==> config.mk <==
export PLATFORM = sky130hd
export DESIGN_NAME = light_fade_transition
export DESIGN_NICKNAME = d
export VERILOG_FILES = /design/src/hdl/lft_pkg.sv /design/src/hdl/lft_div.sv /design/src/hdl/lft_dpath.sv /design/src/hdl/lft_ctrl.sv /design/src/hdl/light_fade_transition.sv
export VERILOG_INCLUDE_DIRS = /design/src /design/src/hdl
export SDC_FILE = /design/constraint.sdc
export NUM_CORES = 2
export LEC_CHECK = 0
export BUFFER_PORTS_ARGS = -buffer_cell sky130_fd_sc_hd__buf_2
export CORE_AREA = 10 10 297 299
export DETAILED_ROUTE_END_ITERATION = 12
export DIE_AREA = 0 0 307 309
export PLACE_DENSITY = 0.73
export SLEW_MARGIN = 0
export SYNTH_ARGS = -nofsm -noshare
export SYNTH_HDL_FRONTEND = slang
export SYNTH_SLANG_ARGS = --single-unit
export TNS_END_PERCENT = 20
==> constraint.sdc <==
create_clock -name clock -period 14.3 [get_ports clock]
set_clock_uncertainty 0.1 [all_clocks]
set_input_delay 4.29 -clock clock [delete_from_list [all_inputs] [get_ports clock]]
set_output_delay 4.29 -clock clock [all_outputs]
set_load 0.01 [all_outputs]
==> src/hdl/light_fade_transition_assert.svh <==
// Assertion macros used by the fade engine controller.
`ifndef LIGHT_FADE_TRANSITION_ASSERT_SVH
`define LIGHT_FADE_TRANSITION_ASSERT_SVH

// The consequent must hold in the same cycle as the antecedent.
`define LFT_ASSERT_SAME(label, clk, rst, ante, cons) \
   label: assert property (@(posedge clk) disable iff (rst) (ante) |-> (cons)) \
      else $error("light_fade_transition: same-cycle check failed");

// The consequent must hold in the cycle after the antecedent.
`define LFT_ASSERT_NEXT(label, clk, rst, ante, cons) \
   label: assert property (@(posedge clk) disable iff (rst) (ante) |=> (cons)) \
      else $error("light_fade_transition: next-cycle check failed");

`endif

==> src/hdl/lft_pkg.sv <==
package lft_pkg;

   localparam int TIME_WIDTH = 40;
   localparam int LEVEL_W    = 16;
   localparam int TICK_W     = 32;
   localparam int CFG_W      = 8;
   localparam int CODE_W     = 8;
   localparam int STEPS_W    = 6;
   localparam int RES_W      = 20;
   localparam int DUR_W      = 32;
   localparam int PROD_W     = TICK_W + CFG_W;
   localparam int DELAY5_W   = CODE_W + 3;
   localparam int CNT_W      = $clog2(TIME_WIDTH + 1);
   localparam int CSR_IDX_W  = 1;

   localparam logic [LEVEL_W-1:0] TEMP_MIN  = 16'd800;
   localparam logic [LEVEL_W-1:0] TEMP_MAX  = 16'd20000;
   localparam logic [LEVEL_W-1:0] LEVEL_MAX = 16'hFFFF;
   localparam logic [STEPS_W-1:0] STEPS_UNKNOWN = 6'h3F;
   localparam logic [DUR_W-1:0]   UNKNOWN_MS    = 32'hFFFF_FFFF;
   localparam logic [CFG_W-1:0]   TICK_PERIOD_RST   = 8'd10;
   localparam logic [CFG_W-1:0]   STEP_INTERVAL_RST = 8'd10;

   typedef enum logic [1:0] {
      CMD_TICK      = 2'd0,
      CMD_SET_LEVEL = 2'd1,
      CMD_SET_ONOFF = 2'd2,
      CMD_START     = 2'd3
   } lft_cmd_code_type;

   typedef enum logic [CSR_IDX_W-1:0] {
      CSR_TICK_PERIOD   = 1'b0,
      CSR_STEP_INTERVAL = 1'b1
   } lft_csr_type;

   typedef enum logic [3:0] {
      ST_IDLE,
      ST_PROD,
      ST_SET_START,
      ST_SET_END,
      ST_TICK_START,
      ST_TICK_EVAL,
      ST_DIV_STEPS,
      ST_DIV_LIGHT,
      ST_DIV_TEMP,
      ST_FINISH
   } lft_state_type;

   // Commands from the controller to the datapath.
   typedef struct packed {
      logic load_req;
      logic calc_prod;
      logic apply_level;
      logic set_start;
      logic set_end;
      logic clear_start;
      logic clear_end;
      logic save;
      logic snap;
      logic div_steps_go;
      logic div_light_go;
      logic div_temp_go;
      logic step_light;
      logic step_temp;
      logic set_drive;
      logic set_saved;
      logic load_rsp;
   } lft_cmd_type;

   // Status from the datapath to the controller.
   typedef struct packed {
      lft_cmd_code_type command;
      logic             none_pending;
      logic             start_pending;
      logic             before_start;
      logic             at_target;
      logic             end_after_now;
      logic             trans_zero;
      logic             delay_zero;
      logic             div_idle;
      logic             steps_zero;
   } lft_status_type;

   // Start request for the shared divider.
   typedef struct packed {
      logic             go;
      logic [CNT_W-1:0] iters;
   } lft_div_cmd_type;

   // Length of one resolution unit in milliseconds.
   function automatic logic [RES_W-1:0] res_ms(input logic [1:0] sel);
      logic [RES_W-1:0] ms;
      case (sel)
         2'd0:    ms = 20'd100;
         2'd1:    ms = 20'd1000;
         2'd2:    ms = 20'd10000;
         default: ms = 20'd600000;
      endcase
      return ms;
   endfunction

   function automatic logic [DUR_W-1:0] duration_ms(input logic [CODE_W-1:0] code);
      logic [STEPS_W-1:0] steps;
      logic [DUR_W-1:0]   dur;
      steps = code[STEPS_W-1:0];
      if (steps == STEPS_UNKNOWN) begin
         dur = UNKNOWN_MS;
      end else begin
         dur = {{(DUR_W-STEPS_W){1'b0}}, steps} *
               {{(DUR_W-RES_W){1'b0}}, res_ms(code[CODE_W-1:CODE_W-2])};
      end
      return dur;
   endfunction

   function automatic logic [LEVEL_W-1:0] level_delta(input logic [LEVEL_W-1:0] cur,
                                                      input logic [LEVEL_W-1:0] tgt);
      logic [LEVEL_W-1:0] d;
      if (tgt >= cur) begin
         d = tgt - cur;
      end else begin
         d = cur - tgt;
      end
      return d;
   endfunction

   function automatic logic [LEVEL_W-1:0] level_step(input logic [LEVEL_W-1:0] cur,
                                                     input logic [LEVEL_W-1:0] tgt,
                                                     input logic [LEVEL_W-1:0] q);
      logic [LEVEL_W-1:0] v;
      if (tgt >= cur) begin
         v = cur + q;
      end else begin
         v = cur - q;
      end
      return v;
   endfunction

endpackage

==> src/hdl/lft_div.sv <==
module lft_div
   import lft_pkg::*;
(
   input  logic                  clock,
   input  logic                  reset,
   input  lft_div_cmd_type       div_cmd,
   input  logic [TIME_WIDTH-1:0] dividend,
   input  logic [TIME_WIDTH-1:0] divisor,
   output logic                  busy,
   output logic [TIME_WIDTH-1:0] quotient
);

   // Restoring divider, one quotient bit per cycle. A narrow dividend is
   // loaded left aligned and run for fewer iterations.
   logic [TIME_WIDTH-1:0] rem_ff, rem_in;
   logic [TIME_WIDTH-1:0] quot_ff, quot_in;
   logic [TIME_WIDTH-1:0] dsr_ff, dsr_in;
   logic [CNT_W-1:0]      count_ff, count_in;
   logic                  busy_ff, busy_in;
   logic [TIME_WIDTH:0]   shifted;
   logic [TIME_WIDTH:0]   trial;

   assign shifted = {rem_ff, quot_ff[TIME_WIDTH-1]};
   assign trial   = shifted - {1'b0, dsr_ff};

   always_comb begin
      rem_in   = rem_ff;
      quot_in  = quot_ff;
      dsr_in   = dsr_ff;
      count_in = count_ff;
      busy_in  = busy_ff;
      if (div_cmd.go) begin
         rem_in   = '0;
         quot_in  = dividend;
         dsr_in   = divisor;
         count_in = div_cmd.iters;
         busy_in  = 1'b1;
      end else if (busy_ff) begin
         if (!trial[TIME_WIDTH]) begin
            rem_in  = trial[TIME_WIDTH-1:0];
            quot_in = {quot_ff[TIME_WIDTH-2:0], 1'b1};
         end else begin
            rem_in  = shifted[TIME_WIDTH-1:0];
            quot_in = {quot_ff[TIME_WIDTH-2:0], 1'b0};
         end
         count_in = count_ff - CNT_W'(1);
         if (count_ff == CNT_W'(1)) begin
            busy_in = 1'b0;
         end
      end
   end

   always_ff @(posedge clock) begin
      rem_ff  <= rem_in;
      quot_ff <= quot_in;
      dsr_ff  <= dsr_in;
      if (reset) begin
         count_ff <= '0;
         busy_ff  <= 1'b0;
      end else begin
         count_ff <= count_in;
         busy_ff  <= busy_in;
      end
   end

   assign busy     = busy_ff;
   assign quotient = quot_ff;

endmodule

==> src/hdl/lft_dpath.sv <==
module lft_dpath
   import lft_pkg::*;
(
   input  logic                 clock,
   input  logic                 reset,
   input  logic                 csr_write_enable,
   input  logic [CSR_IDX_W-1:0] csr_index,
   input  logic [CFG_W-1:0]     csr_write_data,
   input  logic [1:0]           req_command,
   input  logic [LEVEL_W-1:0]   req_lightness,
   input  logic [LEVEL_W-1:0]   req_temperature,
   input  logic                 req_onoff_value,
   input  logic [CODE_W-1:0]    req_transition_code,
   input  logic [CODE_W-1:0]    req_delay_code,
   input  lft_cmd_type          cmd,
   output lft_status_type       status,
   output logic [LEVEL_W-1:0]   rsp_current_lightness,
   output logic [LEVEL_W-1:0]   rsp_current_temperature,
   output logic [LEVEL_W-1:0]   rsp_target_lightness_out,
   output logic                 rsp_target_onoff_out,
   output logic                 rsp_drive_update,
   output logic                 rsp_state_saved,
   output logic                 rsp_transition_active
);

   // Configuration.
   logic [CFG_W-1:0] period_ff, period_in;
   logic [CFG_W-1:0] interval_ff, interval_in;

   // Lamp state.
   logic [TICK_W-1:0]     tick_count_ff, tick_count_in;
   logic [TIME_WIDTH-1:0] start_ff, start_in;
   logic [TIME_WIDTH-1:0] end_ff, end_in;
   logic [LEVEL_W-1:0]    cur_l_ff, cur_l_in;
   logic [LEVEL_W-1:0]    cur_t_ff, cur_t_in;
   logic [LEVEL_W-1:0]    tgt_l_ff, tgt_l_in;
   logic [LEVEL_W-1:0]    tgt_t_ff, tgt_t_in;
   logic                  tgt_onoff_ff, tgt_onoff_in;
   logic [LEVEL_W-1:0]    saved_l_ff, saved_l_in;
   logic [LEVEL_W-1:0]    saved_t_ff, saved_t_in;
   logic                  drive_ff, drive_in;
   logic                  saved_flag_ff, saved_flag_in;

   // Captured item and working values.
   lft_cmd_code_type      req_cmd_ff, req_cmd_in;
   logic [LEVEL_W-1:0]    req_l_ff, req_l_in;
   logic [LEVEL_W-1:0]    req_t_ff, req_t_in;
   logic                  req_onoff_ff, req_onoff_in;
   logic [CODE_W-1:0]     req_trans_ff, req_trans_in;
   logic [CODE_W-1:0]     req_delay_ff, req_delay_in;
   logic [TIME_WIDTH-1:0] prod_ff, prod_in;
   logic [DUR_W-1:0]      dur_ff, dur_in;
   logic [TIME_WIDTH-1:0] steps_ff, steps_in;

   // Result register.
   logic [LEVEL_W-1:0] out_cur_l_ff, out_cur_l_in;
   logic [LEVEL_W-1:0] out_cur_t_ff, out_cur_t_in;
   logic [LEVEL_W-1:0] out_tgt_l_ff, out_tgt_l_in;
   logic               out_onoff_ff, out_onoff_in;
   logic               out_drive_ff, out_drive_in;
   logic               out_saved_ff, out_saved_in;
   logic               out_active_ff, out_active_in;

   logic [PROD_W-1:0]     prod_full;
   logic [DELAY5_W-1:0]   delay5;
   logic [CFG_W-1:0]      interval_eff;
   lft_div_cmd_type       div_cmd;
   logic [TIME_WIDTH-1:0] div_dividend;
   logic [TIME_WIDTH-1:0] div_divisor;
   logic                  div_busy;
   logic [TIME_WIDTH-1:0] div_quot;

   assign prod_full    = {{CFG_W{1'b0}}, tick_count_ff} * {{TICK_W{1'b0}}, period_ff};
   assign delay5       = {1'b0, req_delay_ff, 2'b00} + {3'b000, req_delay_ff};
   assign interval_eff = (interval_ff == '0) ? CFG_W'(1) : interval_ff;

   // Divider operand selection.
   always_comb begin
      div_cmd.go    = cmd.div_steps_go | cmd.div_light_go | cmd.div_temp_go;
      div_cmd.iters = CNT_W'(LEVEL_W);
      div_dividend  = '0;
      div_divisor   = steps_ff;
      if (cmd.div_steps_go) begin
         div_cmd.iters = CNT_W'(TIME_WIDTH);
         div_dividend  = end_ff - prod_ff;
         div_divisor   = {{(TIME_WIDTH-CFG_W){1'b0}}, interval_eff};
      end else if (cmd.div_light_go) begin
         div_dividend = {level_delta(cur_l_ff, tgt_l_ff), {(TIME_WIDTH-LEVEL_W){1'b0}}};
         div_divisor  = div_quot;
      end else if (cmd.div_temp_go) begin
         div_dividend = {level_delta(cur_t_ff, tgt_t_ff), {(TIME_WIDTH-LEVEL_W){1'b0}}};
         div_divisor  = steps_ff;
      end
   end

   lft_div u_div (
      .clock    (clock),
      .reset    (reset),
      .div_cmd  (div_cmd),
      .dividend (div_dividend),
      .divisor  (div_divisor),
      .busy     (div_busy),
      .quotient (div_quot)
   );

   always_comb begin
      period_in     = period_ff;
      interval_in   = interval_ff;
      tick_count_in = tick_count_ff;
      start_in      = start_ff;
      end_in        = end_ff;
      cur_l_in      = cur_l_ff;
      cur_t_in      = cur_t_ff;
      tgt_l_in      = tgt_l_ff;
      tgt_t_in      = tgt_t_ff;
      tgt_onoff_in  = tgt_onoff_ff;
      saved_l_in    = saved_l_ff;
      saved_t_in    = saved_t_ff;
      drive_in      = drive_ff;
      saved_flag_in = saved_flag_ff;
      req_cmd_in    = req_cmd_ff;
      req_l_in      = req_l_ff;
      req_t_in      = req_t_ff;
      req_onoff_in  = req_onoff_ff;
      req_trans_in  = req_trans_ff;
      req_delay_in  = req_delay_ff;
      prod_in       = prod_ff;
      dur_in        = dur_ff;
      steps_in      = steps_ff;
      out_cur_l_in  = out_cur_l_ff;
      out_cur_t_in  = out_cur_t_ff;
      out_tgt_l_in  = out_tgt_l_ff;
      out_onoff_in  = out_onoff_ff;
      out_drive_in  = out_drive_ff;
      out_saved_in  = out_saved_ff;
      out_active_in = out_active_ff;

      if (csr_write_enable) begin
         unique case (lft_csr_type'(csr_index))
            CSR_TICK_PERIOD:   period_in   = csr_write_data;
            CSR_STEP_INTERVAL: interval_in = csr_write_data;
         endcase
      end

      if (cmd.load_req) begin
         req_cmd_in   = lft_cmd_code_type'(req_command);
         req_l_in     = req_lightness;
         req_t_in     = req_temperature;
         req_onoff_in = req_onoff_value;
         req_trans_in = req_transition_code;
         req_delay_in = req_delay_code;
         drive_in      = 1'b0;
         saved_flag_in = 1'b0;
         if (lft_cmd_code_type'(req_command) == CMD_TICK) begin
            tick_count_in = tick_count_ff + TICK_W'(1);
         end
      end

      if (cmd.calc_prod) begin
         prod_in = TIME_WIDTH'(prod_full);
      end

      if (cmd.apply_level) begin
         case (req_cmd_ff)
            CMD_SET_LEVEL: begin
               tgt_l_in     = req_l_ff;
               tgt_t_in     = req_t_ff;
               saved_l_in   = req_l_ff;
               saved_t_in   = req_t_ff;
               tgt_onoff_in = (req_l_ff != '0);
            end
            CMD_SET_ONOFF: begin
               tgt_onoff_in = req_onoff_ff;
               if (req_onoff_ff) begin
                  if (cur_l_ff == '0) begin
                     tgt_l_in = saved_l_ff;
                     tgt_t_in = saved_t_ff;
                  end
               end else begin
                  tgt_l_in = '0;
               end
            end
            default: ;
         endcase
      end

      if (cmd.set_start) begin
         start_in = prod_ff + {{(TIME_WIDTH-DELAY5_W){1'b0}}, delay5};
         dur_in   = duration_ms(req_trans_ff);
      end
      if (cmd.set_end) begin
         end_in = start_ff + {{(TIME_WIDTH-DUR_W){1'b0}}, dur_ff};
      end
      if (cmd.clear_start) begin
         start_in = '0;
      end
      if (cmd.clear_end) begin
         end_in = '0;
      end

      if (cmd.save) begin
         if (tgt_l_ff != '0) begin
            saved_l_in = tgt_l_ff;
         end
         if (tgt_t_ff != '0) begin
            saved_t_in = tgt_t_ff;
         end
      end
      if (cmd.snap) begin
         cur_l_in = tgt_l_ff;
         cur_t_in = tgt_t_ff;
      end

      if (cmd.div_light_go) begin
         steps_in = div_quot;
      end
      if (cmd.step_light) begin
         cur_l_in = level_step(cur_l_ff, tgt_l_ff, div_quot[LEVEL_W-1:0]);
      end
      if (cmd.step_temp) begin
         cur_t_in = level_step(cur_t_ff, tgt_t_ff, div_quot[LEVEL_W-1:0]);
      end

      if (cmd.set_drive) begin
         drive_in = 1'b1;
      end
      if (cmd.set_saved) begin
         saved_flag_in = 1'b1;
      end

      if (cmd.load_rsp) begin
         out_cur_l_in  = cur_l_ff;
         out_cur_t_in  = cur_t_ff;
         out_tgt_l_in  = tgt_l_ff;
         out_onoff_in  = tgt_onoff_ff;
         out_drive_in  = drive_ff;
         out_saved_in  = saved_flag_ff;
         out_active_in = (start_ff != '0) || (end_ff != '0);
      end
   end

   always_ff @(posedge clock) begin
      req_cmd_ff    <= req_cmd_in;
      req_l_ff      <= req_l_in;
      req_t_ff      <= req_t_in;
      req_onoff_ff  <= req_onoff_in;
      req_trans_ff  <= req_trans_in;
      req_delay_ff  <= req_delay_in;
      prod_ff       <= prod_in;
      dur_ff        <= dur_in;
      steps_ff      <= steps_in;
      out_cur_l_ff  <= out_cur_l_in;
      out_cur_t_ff  <= out_cur_t_in;
      out_tgt_l_ff  <= out_tgt_l_in;
      out_onoff_ff  <= out_onoff_in;
      out_drive_ff  <= out_drive_in;
      out_saved_ff  <= out_saved_in;
      out_active_ff <= out_active_in;
      if (reset) begin
         period_ff     <= TICK_PERIOD_RST;
         interval_ff   <= STEP_INTERVAL_RST;
         tick_count_ff <= '0;
         start_ff      <= '0;
         end_ff        <= '0;
         cur_l_ff      <= '0;
         cur_t_ff      <= TEMP_MIN;
         tgt_l_ff      <= LEVEL_MAX;
         tgt_t_ff      <= TEMP_MAX;
         tgt_onoff_ff  <= 1'b0;
         saved_l_ff    <= LEVEL_MAX;
         saved_t_ff    <= TEMP_MAX;
         drive_ff      <= 1'b0;
         saved_flag_ff <= 1'b0;
      end else begin
         period_ff     <= period_in;
         interval_ff   <= interval_in;
         tick_count_ff <= tick_count_in;
         start_ff      <= start_in;
         end_ff        <= end_in;
         cur_l_ff      <= cur_l_in;
         cur_t_ff      <= cur_t_in;
         tgt_l_ff      <= tgt_l_in;
         tgt_t_ff      <= tgt_t_in;
         tgt_onoff_ff  <= tgt_onoff_in;
         saved_l_ff    <= saved_l_in;
         saved_t_ff    <= saved_t_in;
         drive_ff      <= drive_in;
         saved_flag_ff <= saved_flag_in;
      end
   end

   always_comb begin
      status.command       = req_cmd_ff;
      status.none_pending  = (start_ff == '0) && (end_ff == '0);
      status.start_pending = (start_ff != '0);
      status.before_start  = (prod_ff < start_ff);
      status.at_target     = (cur_l_ff == tgt_l_ff) && (cur_t_ff == tgt_t_ff);
      status.end_after_now = (end_ff > prod_ff);
      status.trans_zero    = (req_trans_ff == '0);
      status.delay_zero    = (req_delay_ff == '0);
      status.div_idle      = !div_busy;
      status.steps_zero    = (div_quot == '0);
   end

   assign rsp_current_lightness    = out_cur_l_ff;
   assign rsp_current_temperature  = out_cur_t_ff;
   assign rsp_target_lightness_out = out_tgt_l_ff;
   assign rsp_target_onoff_out     = out_onoff_ff;
   assign rsp_drive_update         = out_drive_ff;
   assign rsp_state_saved          = out_saved_ff;
   assign rsp_transition_active    = out_active_ff;

endmodule

==> src/hdl/lft_ctrl.sv <==
`include "light_fade_transition_assert.svh"

module lft_ctrl
   import lft_pkg::*;
(
   input  logic           clock,
   input  logic           reset,
   input  logic           req_valid,
   output logic           req_stall,
   output logic           rsp_valid,
   input  logic           rsp_stall,
   input  lft_status_type status,
   output lft_cmd_type    cmd
);

   lft_state_type state_ff, state_in;
   logic          rsp_valid_ff, rsp_valid_in;
   logic          rsp_free;

   assign rsp_free  = !rsp_valid_ff || !rsp_stall;
   assign req_stall = (state_ff != ST_IDLE);
   assign rsp_valid = rsp_valid_ff;

   always_ff @(posedge clock) begin
      if (reset) begin
         state_ff     <= ST_IDLE;
         rsp_valid_ff <= 1'b0;
      end else begin
         state_ff     <= state_in;
         rsp_valid_ff <= rsp_valid_in;
      end
   end

   always_comb begin
      state_in = state_ff;
      cmd      = '0;
      rsp_valid_in = rsp_valid_ff && rsp_stall;

      unique case (state_ff)
         ST_IDLE: begin
            if (req_valid) begin
               cmd.load_req = 1'b1;
               state_in     = ST_PROD;
            end
         end
         ST_PROD: begin
            cmd.calc_prod = 1'b1;
            unique case (status.command) inside
               CMD_TICK:  state_in = ST_TICK_START;
               CMD_START: state_in = ST_SET_START;
               CMD_SET_LEVEL, CMD_SET_ONOFF: begin
                  cmd.apply_level = 1'b1;
                  state_in        = ST_FINISH;
               end
            endcase
         end
         ST_SET_START: begin
            state_in = ST_FINISH;
            if (!(status.trans_zero && status.delay_zero)) begin
               cmd.set_start = 1'b1;
               if (!status.trans_zero) begin
                  state_in = ST_SET_END;
               end
            end
         end
         ST_SET_END: begin
            cmd.set_end = 1'b1;
            state_in    = ST_FINISH;
         end
         ST_TICK_START: begin
            if (status.none_pending) begin
               state_in = ST_FINISH;
            end else if (status.start_pending && status.before_start) begin
               state_in = ST_FINISH;
            end else begin
               cmd.clear_start = 1'b1;
               state_in        = ST_TICK_EVAL;
            end
         end
         ST_TICK_EVAL: begin
            if (status.at_target) begin
               cmd.clear_end = 1'b1;
               cmd.save      = 1'b1;
               cmd.set_saved = 1'b1;
               state_in      = ST_FINISH;
            end else if (!status.end_after_now) begin
               cmd.snap      = 1'b1;
               cmd.clear_end = 1'b1;
               cmd.save      = 1'b1;
               cmd.set_drive = 1'b1;
               cmd.set_saved = 1'b1;
               state_in      = ST_FINISH;
            end else begin
               cmd.div_steps_go = 1'b1;
               state_in         = ST_DIV_STEPS;
            end
         end
         ST_DIV_STEPS: begin
            if (status.div_idle) begin
               if (status.steps_zero) begin
                  cmd.snap      = 1'b1;
                  cmd.clear_end = 1'b1;
                  cmd.save      = 1'b1;
                  cmd.set_drive = 1'b1;
                  cmd.set_saved = 1'b1;
                  state_in      = ST_FINISH;
               end else begin
                  cmd.div_light_go = 1'b1;
                  state_in         = ST_DIV_LIGHT;
               end
            end
         end
         ST_DIV_LIGHT: begin
            if (status.div_idle) begin
               cmd.step_light  = 1'b1;
               cmd.div_temp_go = 1'b1;
               state_in        = ST_DIV_TEMP;
            end
         end
         ST_DIV_TEMP: begin
            if (status.div_idle) begin
               cmd.step_temp = 1'b1;
               cmd.set_drive = 1'b1;
               state_in      = ST_FINISH;
            end
         end
         ST_FINISH: begin
            if (rsp_free) begin
               cmd.load_rsp = 1'b1;
               rsp_valid_in = 1'b1;
               state_in     = ST_IDLE;
            end
         end
         default: state_in = ST_IDLE;
      endcase
   end

   `LFT_ASSERT_NEXT(a_accept_starts_work, clock, reset, req_valid && !req_stall, state_ff == ST_PROD)
   `LFT_ASSERT_NEXT(a_result_raised, clock, reset, cmd.load_rsp, rsp_valid_ff)
   `LFT_ASSERT_NEXT(a_finish_waits, clock, reset, (state_ff == ST_FINISH) && rsp_valid_ff && rsp_stall, state_ff == ST_FINISH)
   `LFT_ASSERT_SAME(a_div_start_idle, clock, reset, cmd.div_steps_go || cmd.div_light_go || cmd.div_temp_go, status.div_idle)

endmodule

==> src/hdl/light_fade_transition.sv <==
// Lamp fade engine for a lightness and color temperature lamp. Each item
// carries one event: a tick that advances time by tick_period_ms, new
// lightness and temperature targets, an on/off target, or the start of a
// transition with a delay code (5 ms units) and a transition time code.
// Every item returns exactly one result item with the present and target
// values and the drive_update, state_saved and transition_active flags.
// Items are handled one at a time. A set or on/off item passes through
// ST_PROD to ST_FINISH, a start item through ST_PROD, ST_SET_START and,
// for a nonzero transition code, ST_SET_END, a tick with nothing to do
// through ST_PROD and ST_TICK_START, and a tick that snaps or saves also
// through ST_TICK_EVAL. A tick that steps the fade runs the shared
// restoring divider three times: once over TIME_WIDTH bits for the step
// count and twice over 16 bits for the two deltas. The next item can be
// accepted in the cycle after the result register is loaded, and a
// stalled result holds the block in its last state until it can be loaded.
// The result register lets the next item be accepted while a finished
// result still waits on rsp_stall. Configuration writes take effect at
// once and are to be made while the block is idle.
module light_fade_transition
   import lft_pkg::*;
(
   input  logic                 clock,
   input  logic                 reset,
   input  logic                 csr_write_enable,
   input  logic [CSR_IDX_W-1:0] csr_index,
   input  logic [CFG_W-1:0]     csr_write_data,
   input  logic                 req_valid,
   output logic                 req_stall,
   input  logic [1:0]           req_command,
   input  logic [LEVEL_W-1:0]   req_lightness,
   input  logic [LEVEL_W-1:0]   req_temperature,
   input  logic                 req_onoff_value,
   input  logic [CODE_W-1:0]    req_transition_code,
   input  logic [CODE_W-1:0]    req_delay_code,
   output logic                 rsp_valid,
   input  logic                 rsp_stall,
   output logic [LEVEL_W-1:0]   rsp_current_lightness,
   output logic [LEVEL_W-1:0]   rsp_current_temperature,
   output logic [LEVEL_W-1:0]   rsp_target_lightness_out,
   output logic                 rsp_target_onoff_out,
   output logic                 rsp_drive_update,
   output logic                 rsp_state_saved,
   output logic                 rsp_transition_active
);

   // The controller sequences each item; the datapath holds all lamp state,
   // the configuration registers, the divider and the result register.
   lft_cmd_type    cmd;
   lft_status_type status;

   lft_ctrl u_ctrl (
      .clock     (clock),
      .reset     (reset),
      .req_valid (req_valid),
      .req_stall (req_stall),
      .rsp_valid (rsp_valid),
      .rsp_stall (rsp_stall),
      .status    (status),
      .cmd       (cmd)
   );

   lft_dpath u_dpath (
      .clock                    (clock),
      .reset                    (reset),
      .csr_write_enable         (csr_write_enable),
      .csr_index                (csr_index),
      .csr_write_data           (csr_write_data),
      .req_command              (req_command),
      .req_lightness            (req_lightness),
      .req_temperature          (req_temperature),
      .req_onoff_value          (req_onoff_value),
      .req_transition_code      (req_transition_code),
      .req_delay_code           (req_delay_code),
      .cmd                      (cmd),
      .status                   (status),
      .rsp_current_lightness    (rsp_current_lightness),
      .rsp_current_temperature  (rsp_current_temperature),
      .rsp_target_lightness_out (rsp_target_lightness_out),
      .rsp_target_onoff_out     (rsp_target_onoff_out),
      .rsp_drive_update         (rsp_drive_update),
      .rsp_state_saved          (rsp_state_saved),
      .rsp_transition_active    (rsp_transition_active)
   );

endmodule
==> run_results.csv <==
group,metric,value,unit
final_layout,area.growth.synth_to_final,8.22,%
timing,grt_setup_unrepaired,"false",
routing,post_drt_wl_per_cell,18.6,um
synthesis,asyncSetResetFlopFracSynth,0,
routing,first_pass_iters,6,
synthesis,syn-instance-count,5084,
synthesis,synth-seq-cells,568,
synthesis,ys_top_cells_by_area,"edfxtp_1, dfxtp_1, ha_1",
routing,drc,0,
placed_design,detailedPlacementHpwl,88300,um
routing,totalWireLength,115000,um
clock_network,path_clk_slew,0.06,ns
placed_design,dpl-instance-area,46300,sq um
grt,grt_pass1_vias,35544,
clock_network,postCtsResizedCells,0,
die,start_util,0.549,
pwr,p_leak,21.4,nW
synthesis,synth_seq_area_share,0.308,
grt,grt_busiest_layer,"met2",
clock_network,clock_tree_from_tritoncts,"built",
grt,groute.usage.overall,0.241,
final_layout,final_area,48600,sq um
timing,timing_hold_violations_final,0,
clock_network,worstSkewPairLatency,0.63,ns
setup_path,critPathKind,"input port to register",
synthesis,netlist.top_cell.by_area,"edfxtp_1",
synthesis,postSynthAreaPerCell,8.84,sq um
routing,drt-initial-drc-count,2732,
routing,postRouteAntennaNets,0,
synthesis,synth_area,45000,sq um
clock_network,cts.sink_count,568,
min_path,min_from,"u_dpath.drive_ff",
grt,globalRoute.totalOverflow,0,
timing,post-route-worst-setup-slack,7.78,ns
grt,first_pass_grt_wire_length,188000,um
setup_path,worst_r2r_endpoint,"u_dpath.prod_ff[39]",
grt,pin_count_of_the_biggest_net_entering_global_routing,106,
outcome,outcome,"finished, final reports clean",
run,max_cap_violations,0,
clock_network,ctsHoldBuffers,0,
timing,finalCritPeriodShare,0.456,
grt,globalRouteMet2Util,0.417,
setup_path,startpoint_type,"input port",
die,die_w,307,um
timing,max_clock_freq,153,MHz
die,io_pins,119,
timing,tightest_slew,1.20,ns
setup_path,worst_r2r_startpoint,"u_dpath.period_ff[2]",
grt,antenna_found_initial,0,
synthesis,synth-main-ff-cell,"dfxtp_1",
grt,gr-usage-met1,0.308,
placed_design,pre_cts_slack,6.99,ns
die,num_rows,105,
synthesis,netlist-cell-type-count,96,
synthesis,synth_edf_count,249,
pwr,vdd_ir_drop_max,130,uV
setup_path,worst-endpoint-required,14.67,ns
die,die-area,94900,sq um
die,die_height,309,um
setup_path,crit_arrival,6.89,ns
clock_network,cts-buffers-inserted,68,
die,core_area,81800,sq um
final_layout,insertedDiodeCount,0,
clock_network,cts-root-buf,"clkbuf_16",
routing,vias,36184,
clock_network,cts_setup_buffers,0,
synthesis,synth_top_cell_area_share,0.166,
timing,final_max_slew_viol_count,0,
timing,final-setup-viol-count,0,
grt,groute.layer.met3.usage,0.0324,
synthesis,synthesis.nets,5744,
final_layout,final_layout_size_suffix_gt1_frac,0.0719,
pwr,power_per_cell_area,150,nW/um^2
placed_design,io_buffers,118,
min_path,worst_hold_endpoint,"u_dpath.rsp_drive_update",
setup_path,crit_path_end_kind,"register",
clock_network,cts_max_level,3,
placed_design,replace_congestion,0.937,
setup_path,reg2regPathDepth,20,
routing,detail_route.vias_per_cell,5.82,
synthesis,yosys_warnings,0,
timing,finalWorstPathRequiredPeriod,6.52,ns
clock_network,clock_path_buffers,3,
timing,timing.slew.headroom,0.202,
final_layout,fin_nets,5748,
setup_path,ff2ff_setup_slack,7.91,ns
timing,setup-tns-final,0,ns
setup_path,worst_path_fanout_max,6,
min_path,min_path_type,"register to register",
min_path,hold_depth,0,
[cell type report]
| type | count | area [sq um] |
|---|---|---|
| clock buffer | 98 | 1960 |
| clock inverter | 28 | 370 |
| fill | 7075 | 33200 |
| inverter | 509 | 1910 |
| multi-input combinational | 3784 | 28300 |
| sequential | 568 | 13900 |
| tap | 1070 | 1340 |
| timing repair buffer | 157 | 886 |
[metrics by stage]
stage / util / hold WS [ns] / total power [mW] / std cells
finish: 0.594 / 0.335 / 7.28 / 6214
CTS: 0.594 / 0.334 / 7.28 / 6214
global route: 0.594 / 0.358 / 7.78 / 6214
global placement: 0.566 / 0.315 / 5.41 / 6088
detailed placement: 0.566 / 0.319 / 5.47 / 6088
floorplan: - / 0.308 / 4.65 / 5084
[metal layers]
metal | vias to the layer above | share of wire
li1 | 17595 | -
met1 | 17383 | 0.43
met5 | - | 0
met2 | 994 | 0.48
met3 | 212 | 0.052
met4 | 0 | 0.033
[power by group]
part	leakage [nW]	internal (mW)	switching (mW)
logic	15.3	1.35	1.96
clock network	1.13	1.07	0.721
registers	4.95	1.95	0.227
total	21.4	4.38	2.90
[worst max-delay path, cell delays in order]
cell	delay [ns]
buf_2	0.10
nor2_1	0.31
nand4_1	0.27
nor3_1	0.52
nand2b_1	0.28
nor2_1	0.29
nand3_1	0.19
nor2_1	0.28
nand3_1	0.13
xor2_1	0.17
nor2_1	0.05
[logic make-up (layout without fill, tap and decap cells)]
| family | count (synthesis) | in the layout | synth area share |
|---|---|---|---|
| buf+inv | 732 | 792 | 0.0637 |
| compound gates | 1086 | 1086 | 0.158 |
| xor+xnor | 290 | 290 | 0.0567 |
| mux | 135 | 135 | 0.0310 |
| fa+ha+maj | 595 | 595 | 0.204 |
| simple gates | 1678 | 1678 | 0.179 |
| flops | 568 | 568 | 0.308 |
[cells in the final DEF (no fill, tap or decap), types with 71 or more instances in the layout]
| cell type | n |
|---|---|
| a211oi_1 | 93 |
| a21o_1 | 116 |
| a21oi_1 | 327 |
| and2_1 | 217 |
| buf_2 | 117 |
| dfxtp_1 | 319 |
| edfxtp_1 | 249 |
| fa_1 | 227 |
| ha_1 | 368 |
| inv_1 | 505 |
| mux2i_1 | 100 |
| nand2_1 | 579 |
| nand3_1 | 100 |
| nor2_1 | 347 |
| nor3_1 | 71 |
| o21ai_0 | 186 |
| xnor2_1 | 178 |
| xor2_1 | 111 |
[flip-flops by register name, indices dropped and copies added (netlist names), 26 cells and up]
| register | cells |
|---|---|
| u_dpath.end_ff | 40 |
| u_dpath.prod_ff | 40 |
| u_dpath.steps_ff | 40 |
| u_dpath.u_div.quotient | 40 |
| u_dpath.dur_ff | 26 |
| u_dpath.u_div.rem_ff | 40 |
| u_dpath.u_div.dsr_ff | 40 |
| u_dpath.start_ff | 40 |
| u_dpath.tick_count_ff | 32 |
[how the worst max path moves through the flow]
| stage | startpoint | to |
|---|---|---|
| 2_1_floorplan | rsp_stall | u_dpath.rsp_current_lightness[0] |
| 3_3_place_gp | req_command[1] | u_dpath.tick_count_ff[28] |
| 3_5_place_dp | req_command[1] | u_dpath.tick_count_ff[30] |
| 4_1_cts | req_command[1] | u_dpath.tick_count_ff[26] |
| 5_1_grt | req_command[1] | u_dpath.tick_count_ff[26] |
| 6_report | req_command[1] | u_dpath.tick_count_ff[26] |
[cells in the mapped netlist, types with 14 or more instances]
cell and n:
ha_1 368, clkbuf_1 172, a31oi_1 29, nand2b_1 53, o21ai_0 187, nor2_1 351, and2_1 217, o21ai_1 16
a21o_1 116, a211oi_1 93, mux2_2 35, nor4_1 64, edfxtp_1 249, nor3b_1 14, nand4_1 44, buf_2 30
nand2_1 579, mux2i_1 100, a21oi_1 328, o211ai_1 43, o31ai_1 29, fa_1 227, nor2b_1 39, xnor2_1 178
o21a_1 29, xor2_1 111, o21bai_1 37, dfxtp_1 319, nand3_1 101, inv_1 506, or3_1 30, or2_2 19
a22oi_1 20, nor3_1 76, and3_1 51
(Power assumes the default switching activity.)
